[config.mk]
export PLATFORM = sky130hd
export DESIGN_NAME = remote_address_table
export DESIGN_NICKNAME = d
export VERILOG_FILES = /design/src/hw/rtl/rat_pkg.sv /design/src/hw/rtl/rat_ctrl.sv /design/src/hw/rtl/rat_dp.sv /design/src/hw/rtl/remote_address_table.sv
export SDC_FILE = /design/constraint.sdc
export NUM_CORES = 1
export LEC_CHECK = 0
export ABC_CLOCK_PERIOD_IN_PS = 9300
export BUFFER_PORTS_ARGS = -buffer_cell sky130_fd_sc_hd__buf_2
export CAP_MARGIN = 10
export CELL_PAD_IN_SITES_DETAIL_PLACEMENT = 1
export CELL_PAD_IN_SITES_GLOBAL_PLACEMENT = 2
export CORE_MARGIN = 3
export CORE_UTILIZATION = 35
export DETAILED_ROUTE_END_ITERATION = 10
export PLACE_DENSITY = 0.63
export SLEW_MARGIN = 10
export SYNTH_ARGS = -nofsm -noshare
export SYNTH_HDL_FRONTEND = slang
export SYNTH_SLANG_ARGS = --single-unit
[constraint.sdc]
create_clock -name clk -period 9.3 [get_ports clk]
set_input_delay 0.465 -clock clk [delete_from_list [all_inputs] [get_ports clk]]
set_output_delay 0.465 -clock clk [all_outputs]
set_load 0.01 [all_outputs]
[src/hw/rtl/rat_pkg.sv]
package rat_pkg;

	// default table depth
	localparam int SLOTS_DEF = 8;

	// field widths
	localparam int ADDR_W = 64;
	localparam int PORT_W = 16;
	localparam int ID_W   = 8;
	localparam int SLOT_W = 3;

	// request codes
	typedef enum logic [1:0] {
		REQ_ADD    = 2'd0,
		REQ_REMOVE = 2'd1,
		REQ_MARK   = 2'd2
	} req_t;

	// result codes
	typedef enum logic [2:0] {
		ST_KNOWN    = 3'd0,
		ST_UPDATED  = 3'd1,
		ST_STORED   = 3'd2,
		ST_FULL     = 3'd3,
		ST_REMOVED  = 3'd4,
		ST_NOTFOUND = 3'd5,
		ST_MARKED   = 3'd6
	} status_t;

	// controller states
	typedef enum logic [1:0] {
		S_IDLE,
		S_SCAN,
		S_COMMIT
	} state_t;

	// controller to datapath
	typedef struct packed {
		logic load;
		logic step;
		logic commit;
	} ctl_cmd_t;

	// datapath to controller
	typedef struct packed {
		logic hit;
		logic last;
	} dp_stat_t;

endpackage

[src/hw/rtl/rat_ctrl.sv]
module rat_ctrl (
	input  logic                clk,
	input  logic                arst_n,
	input  logic                start,
	input  rat_pkg::dp_stat_t   stat,
	output rat_pkg::ctl_cmd_t   cmd,
	output logic                busy
);

	rat_pkg::state_t state_q, state_d;

	// state register
	always_ff @(posedge clk or negedge arst_n) begin
		if (!arst_n) begin
			state_q <= rat_pkg::S_IDLE;
		end else begin
			state_q <= state_d;
		end
	end

	// next state and commands
	always_comb begin
		state_d    = state_q;
		cmd        = '0;
		busy       = 1'b1;
		unique case (state_q)
			rat_pkg::S_IDLE: begin
				busy = 1'b0;
				if (start) begin
					cmd.load = 1'b1;
					state_d  = rat_pkg::S_SCAN;
				end
			end
			rat_pkg::S_SCAN: begin
				cmd.step = 1'b1;
				if (stat.hit || stat.last) begin
					state_d = rat_pkg::S_COMMIT;
				end
			end
			rat_pkg::S_COMMIT: begin
				cmd.commit = 1'b1;
				state_d    = rat_pkg::S_IDLE;
			end
			default: begin
				state_d = rat_pkg::S_IDLE;
			end
		endcase
	end

endmodule

[src/hw/rtl/rat_dp.sv]
module rat_dp #(
	parameter int SLOTS = rat_pkg::SLOTS_DEF
) (
	input  logic                          clk,
	input  logic                          arst_n,
	input  rat_pkg::ctl_cmd_t             cmd,
	output rat_pkg::dp_stat_t             stat,
	input  logic [1:0]                    req_type,
	input  logic [rat_pkg::ADDR_W-1:0]    addr_high,
	input  logic [rat_pkg::ADDR_W-1:0]    addr_low,
	input  logic [rat_pkg::PORT_W-1:0]    peer_port,
	input  logic [rat_pkg::ID_W-1:0]      addr_id,
	output logic                          done,
	output logic [2:0]                    status,
	output logic [rat_pkg::SLOT_W-1:0]    slot,
	output logic                          list_received
);

	localparam int IDX_W = (SLOTS > 1) ? $clog2(SLOTS) : 1;

	// table storage
	logic [rat_pkg::ADDR_W-1:0] addr_hi_mem [SLOTS];
	logic [rat_pkg::ADDR_W-1:0] addr_lo_mem [SLOTS];
	logic [rat_pkg::PORT_W-1:0] port_mem    [SLOTS];
	logic [rat_pkg::ID_W-1:0]   id_mem      [SLOTS];
	logic                       init_path_q [SLOTS];
	logic [SLOTS-1:0]           valid_q;
	logic                       received_q;

	// request registers
	logic [1:0]                 req_q;
	logic [rat_pkg::ADDR_W-1:0] hi_q;
	logic [rat_pkg::ADDR_W-1:0] lo_q;
	logic [rat_pkg::PORT_W-1:0] port_q;
	logic [rat_pkg::ID_W-1:0]   id_q;

	// scan state
	logic [IDX_W-1:0] idx_q;
	logic             found_q;
	logic             known_q;
	logic [IDX_W-1:0] found_idx_q;
	logic             free_q;
	logic [IDX_W-1:0] free_idx_q;

	// result registers
	logic                       done_q;
	rat_pkg::status_t           status_q;
	logic [rat_pkg::SLOT_W-1:0] slot_q;
	logic                       list_q;

	logic cur_valid, addr_eq, id_eq, hit;

	// compare the slot under the scan pointer
	assign cur_valid = valid_q[idx_q];
	assign addr_eq   = (addr_hi_mem[idx_q] == hi_q) && (addr_lo_mem[idx_q] == lo_q);
	assign id_eq     = (id_mem[idx_q] == id_q);

	always_comb begin
		case (rat_pkg::req_t'(req_q))
			rat_pkg::REQ_ADD:    hit = cur_valid && (addr_eq || id_eq);
			rat_pkg::REQ_REMOVE: hit = cur_valid && id_eq;
			rat_pkg::REQ_MARK:   hit = cur_valid && addr_eq;
			default:             hit = 1'b0;
		endcase
	end

	assign stat.hit  = hit;
	assign stat.last = (idx_q == IDX_W'(SLOTS - 1));

	// request capture and scan bookkeeping
	always_ff @(posedge clk) begin
		if (cmd.load) begin
			req_q   <= req_type;
			hi_q    <= addr_high;
			lo_q    <= addr_low;
			port_q  <= peer_port;
			id_q    <= addr_id;
			idx_q   <= '0;
			found_q <= 1'b0;
			free_q  <= 1'b0;
		end else if (cmd.step) begin
			if (!stat.last) begin
				idx_q <= idx_q + 1'b1;
			end
			if (hit) begin
				found_q     <= 1'b1;
				known_q     <= addr_eq;
				found_idx_q <= idx_q;
			end
			if (!cur_valid && !free_q) begin
				free_q     <= 1'b1;
				free_idx_q <= idx_q;
			end
		end
	end

	// table writes on commit
	always_ff @(posedge clk) begin
		if (cmd.commit) begin
			if (rat_pkg::req_t'(req_q) == rat_pkg::REQ_ADD) begin
				if (found_q && !known_q) begin
					addr_hi_mem[found_idx_q] <= hi_q;
					addr_lo_mem[found_idx_q] <= lo_q;
					port_mem[found_idx_q]    <= port_q;
				end else if (!found_q && free_q) begin
					addr_hi_mem[free_idx_q] <= hi_q;
					addr_lo_mem[free_idx_q] <= lo_q;
					port_mem[free_idx_q]    <= port_q;
					id_mem[free_idx_q]      <= id_q;
					init_path_q[free_idx_q] <= 1'b0;
				end
			end else if (rat_pkg::req_t'(req_q) == rat_pkg::REQ_MARK && found_q) begin
				init_path_q[found_idx_q] <= 1'b1;
			end
		end
	end

	// outcome of the request
	rat_pkg::status_t       st_d;
	logic [IDX_W-1:0]       slot_d;
	logic                   recv_d;
	logic [SLOTS-1:0]       valid_d;

	always_comb begin
		st_d    = rat_pkg::ST_NOTFOUND;
		slot_d  = '0;
		recv_d  = received_q;
		valid_d = valid_q;
		case (rat_pkg::req_t'(req_q))
			rat_pkg::REQ_ADD: begin
				if (found_q) begin
					slot_d = found_idx_q;
					if (known_q) begin
						st_d = rat_pkg::ST_KNOWN;
					end else begin
						st_d   = rat_pkg::ST_UPDATED;
						recv_d = 1'b1;
					end
				end else if (free_q) begin
					st_d                = rat_pkg::ST_STORED;
					slot_d              = free_idx_q;
					recv_d              = 1'b1;
					valid_d[free_idx_q] = 1'b1;
				end else begin
					st_d = rat_pkg::ST_FULL;
				end
			end
			rat_pkg::REQ_REMOVE: begin
				if (found_q) begin
					st_d                 = rat_pkg::ST_REMOVED;
					slot_d               = found_idx_q;
					valid_d[found_idx_q] = 1'b0;
				end
			end
			rat_pkg::REQ_MARK: begin
				if (found_q) begin
					st_d   = rat_pkg::ST_MARKED;
					slot_d = found_idx_q;
				end
			end
			default: begin
				st_d = rat_pkg::ST_NOTFOUND;
			end
		endcase
	end

	// control state with reset
	always_ff @(posedge clk or negedge arst_n) begin
		if (!arst_n) begin
			valid_q    <= '0;
			received_q <= 1'b0;
			done_q     <= 1'b0;
		end else begin
			done_q <= cmd.commit;
			if (cmd.commit) begin
				valid_q    <= valid_d;
				received_q <= recv_d;
			end
		end
	end

	// result registers
	always_ff @(posedge clk) begin
		if (cmd.commit) begin
			status_q <= st_d;
			slot_q   <= rat_pkg::SLOT_W'(slot_d);
			list_q   <= recv_d;
		end
	end

	assign done          = done_q;
	assign status        = status_q;
	assign slot          = slot_q;
	assign list_received = list_q;

endmodule

[src/hw/rtl/remote_address_table.sv]
// channel   | ports                                             | handshake
// ----------+---------------------------------------------------+------------------------
// request   | req_type addr_high addr_low peer_port addr_id     | start high, busy low
// result    | status slot list_received                         | done, one cycle
//
// an item runs from accept to the edge that takes its result through the sequential
// compare scan over the slots (it stops at the first match), a commit step that
// writes the table, and the done cycle.
// busy is high from the cycle after accept until the commit; the next item can be
// accepted in the done cycle. results need no acceptance and the receiver cannot
// stall. reset clears valid bits and flags.
module remote_address_table #(
	parameter int SLOTS = rat_pkg::SLOTS_DEF
) (
	input  logic                          clk,
	input  logic                          arst_n,
	input  logic                          start,
	output logic                          busy,
	input  logic [1:0]                    req_type,
	input  logic [rat_pkg::ADDR_W-1:0]    addr_high,
	input  logic [rat_pkg::ADDR_W-1:0]    addr_low,
	input  logic [rat_pkg::PORT_W-1:0]    peer_port,
	input  logic [rat_pkg::ID_W-1:0]      addr_id,
	output logic                          done,
	output logic [2:0]                    status,
	output logic [rat_pkg::SLOT_W-1:0]    slot,
	output logic                          list_received
);

	rat_pkg::ctl_cmd_t cmd;
	rat_pkg::dp_stat_t stat;

	// sequencer
	rat_ctrl u_ctrl (
		.clk    (clk),
		.arst_n (arst_n),
		.start  (start),
		.stat   (stat),
		.cmd    (cmd),
		.busy   (busy)
	);

	// table and compare datapath
	rat_dp #(
		.SLOTS(SLOTS)
	) u_dp (
		.clk           (clk),
		.arst_n        (arst_n),
		.cmd           (cmd),
		.stat          (stat),
		.req_type      (req_type),
		.addr_high     (addr_high),
		.addr_low      (addr_low),
		.peer_port     (peer_port),
		.addr_id       (addr_id),
		.done          (done),
		.status        (status),
		.slot          (slot),
		.list_received (list_received)
	);

endmodule
==> results_dict.tcl <==
set metrics [dict create \
    status "completed" \
    core_area_sq_um 136000 \
    dieWidth_microns 378 \
    via_per_inst 5.06 \
    rows 135 \
    yosys_warnings 0 \
    ios 166 \
    slowest_stage "buf_4" \
    firstDrtPassIters 4 \
    start_util 0.355 \
    nets 2773 \
    power_switching_mw 4.36 \
    synth_top_family_by_area "multiplexers" \
    setup_viol 0 \
    synth_edf_count 1240 \
    clockBufferDepth 3 \
    async_flop_share 0.00952 \
    min_period_ps 5550 \
    maxSlewViolCount 0 \
    fmax_ghz 0.180 \
    io_buffers 149 \
    clk_pin_slew_ps 50 \
    pwr-share-seq 0.436 \
    period_share 0.597 \
    final_area_sq_um 57000 \
    drt-total-wl_microns 112000 \
    clk_latency_ps 760 \
    critPathBufInv 3 \
    synth-xor-area-share 0.0239 \
    internal_power_mw 11.2 \
    powerDensity_nw_per_um2 274 \
    ir_drop_uv 201 \
    drive_gt1_frac 0.239 \
    rsz0062_at_grt "false" \
    tightest_slew_ps 1100 \
    cts_root_buf "clkbuf_16" \
    ys.flop_type "edfxtp_1" \
    drc_errors 0 \
    most-common-layout-cells "edfxtp_1 (1240), mux4_2 (199), mux2i_1 (198)" \
    path_class "flip-flop to flip-flop" \
    slew_headroom 0.267 \
    crit_fanout 79 \
    top_usage_layer "met2" \
    path_delay_family "simple AND/OR/NAND/NOR gates" \
    routabilityCongestion 0.725 \
    syn_inst 2238 \
    critPathLaunchType "flip-flop" \
    avgRoutedWirePerCell_microns 24.9 \
    synth_nets 2402 \
    p_comb_frac 0.226 \
    p_sw_frac 0.280 \
    tritoncts "built" \
    clkPwrFrac 0.338 \
    seq_area_frac_synth 0.780 \
    yosys-mux-area-fraction 0.144 \
    use_met3 0.0292 \
    gr-total-overflow 0 \
    htree_levels 4 \
    finalHoldViolCount 0 \
    cpPeakStageDelay_ps 760 \
    final_antenna_net_count 0 \
    grt_pass1_wl_microns 166000 \
    max_cap_viol_count 0 \
    via_count 22767 \
    yosys.area_share.simple 0.0177 \
    syn-cell-area_sq_um 48300 \
    worstPathArrival_ps 5970 \
    fin_worst_skew_ps 18.3 \
    cts_buffers 139 \
    finalSetupTns_ps 0 \
    synth_fa_ha_area_frac 0.00181 \
    cts_setup_buffers 0 \
    dp_hpwl_microns 59300 \
    antenna_found_initial 8 \
    cp.required_ps 9720 \
    critPathCaptureType "flip-flop" \
    dr.first_iter.drc_count 1656 \
    clkSinkCount 1260 \
    final_common_cell "edfxtp_1" \
    synthToLayoutAreaGrowth_pct 17.9 \
    synth_seq_cells 1260 \
    min_path_type "input port to flip-flop" \
    p_leak_nw 18.6 \
    grt.met1_usage 0.215 \
    die_y_microns 378 \
    post_dp_cell_area_sq_um 51200 \
    path_cells "buf_12 > buf_4 > nor2b_2 > buf_4 > a221oi_1 > xor2_1 > nor4_1 > nand4_1 > nor4_1 > o2111ai_1 > a211oi_2" \
    synth_area_per_cell_sq_um 21.6 \
    synth_cell_types 52 \
    grt_util_all_layers 0.158 \
    first_global_vias 25036 \
    dieArea_sq_um 143000 \
    grtUsageMet2 0.262 \
    synth_compound_area_frac 0.0198 \
    grt_max_degree 123 \
]
metal layers:
layer | wire [microns] | vias up
met4 | 2100 | 2
li1 | - | 10015
met1 | 50400 | 12185
met5 | 7 | -
met2 | 55400 | 424
met3 | 4330 | 141
state kept, by name, indices dropped and copies added (netlist names), 3 cells and up, named ones only:
name              flops
u_dp.addr_lo_mem    512
u_dp.found_idx_q      3
u_dp.idx_q            3
u_dp.lo_q            64
u_dp.hi_q            64
u_dp.id_q             8
u_dp.status           3
u_dp.valid_q          8
u_dp.free_idx_q       3
u_dp.slot             3
u_dp.addr_hi_mem    512
u_dp.id_mem          64
power groups by stage:
stage | Clock [mW] | Sequential [mW] | Combinational [mW]
global route | 5.67 | 6.84 | 3.83
global placement | 0 | 6.89 | 3.50
CTS | 5.45 | 6.81 | 3.61
finish | 5.28 | 6.80 | 3.52
floorplan | 0 | 6.75 | 2.82
detailed placement | 0 | 6.93 | 3.54
worst paths after layout:
kind                                                   from                             to  slack, ps  cells past startpoint
worst max-delay path                              flip-flop  u_dp.found_idx_q[2]$_DFFE_PP_       3750                     11
worst min-delay path                                  start       u_dp.free_q$_SDFFE_PP0P_         90                      3
worst max register to register                    flip-flop  u_dp.found_idx_q[2]$_DFFE_PP_       3750                     11
worst min register to register  u_dp.received_q$_DFFE_PN0P_    u_dp.received_q$_DFFE_PN0P_        470                      1
max in group asynchronous                            arst_n    u_dp.valid_q[2]$_DFFE_PN0P_       8900                      2
min in group asynchronous                            arst_n    u_dp.valid_q[0]$_DFFE_PN0P_        140                      2
logic make-up (layout without fill, tap and decap cells):
group                      count (synthesis)  after routing
AOI/OAI and AO/OA                        129            129
and+or+nand+nor                          164            164
other                                      0              1
adders and majority gates                  7              7
xor gates and xnor gates                 132            132
buffers and inverters                    106            586
DFF                                     1260           1260
muxes                                    440            440
what timing repair did:
action / in CTS / in global routing
hold buffers: 139 / 0
hold endpoints to repair: 150 / 0
resized for setup: 0 / 0
worst min-delay path, delay by kind of cell:
family	cells	cell delay [ps]
compound gates	1	130
buf+inv	1	130
simple gates	1	90
Yosys cell counts, drive strengths merged (2+ instances only):
master,number,share of area
xor2,95,0.017
a22o,21,0.0038
a31oi,6,0.00078
mux4,199,0.093
o31ai,4,0.00062
o21ai,13,0.0013
mux2i,198,0.041
dfxtp,8,0.0033
nor3,10,0.0010
edfxtp,1240,0.77
o2111ai,2,0.00036
a211oi,2,0.00041
nand2b,18,0.0023
o22ai,20,0.0026
nor2b,8,0.0010
nor4,18,0.0027
clkbuf,19,0.0015
dfrtp,12,0.0062
and3,6,0.00078
nand2,30,0.0023
a21oi,10,0.0010
nand3,4,0.00041
o21bai,2,0.00031
nor2,41,0.0033
a22oi,9,0.0014
a221oi,34,0.0062
inv,11,0.00085
ha,7,0.0018
xnor2,37,0.0067
nand4,20,0.0026
mux2,43,0.010
buf,76,0.011
or2,4,0.00052
and2,2,0.00026
layout make-up:
type | instances | area, sq um
Fill cell | 12675 | 79300
Multi-Input combinational cell | 872 | 10100
Antenna cell | 1 | 2.50
Clock inverter | 77 | 694
Tap cell | 1781 | 2230
Timing Repair Buffer | 325 | 2550
Clock buffer | 173 | 3690
Inverter | 11 | 48.8
Sequential cell | 1260 | 37700
per-stage QoR:
stage | power (mW) | worst slack [ps] | utilization | hold slack, ps | std cells
2_1_floorplan | 9.57 | 1600 | - | 169 | 2238
3_3_place_gp | 10.4 | 3750 | 0.376 | 385 | 4110
3_5_place_dp | 10.5 | 3600 | 0.376 | 383 | 4110
4_1_cts | 15.9 | 3620 | 0.418 | 11.5 | 4499
5_1_grt | 16.3 | 3460 | 0.418 | 70.1 | 4499
6_report | 15.6 | 3750 | 0.418 | 85.9 | 4500
Note: power is estimated with default switching activity, not from simulation.
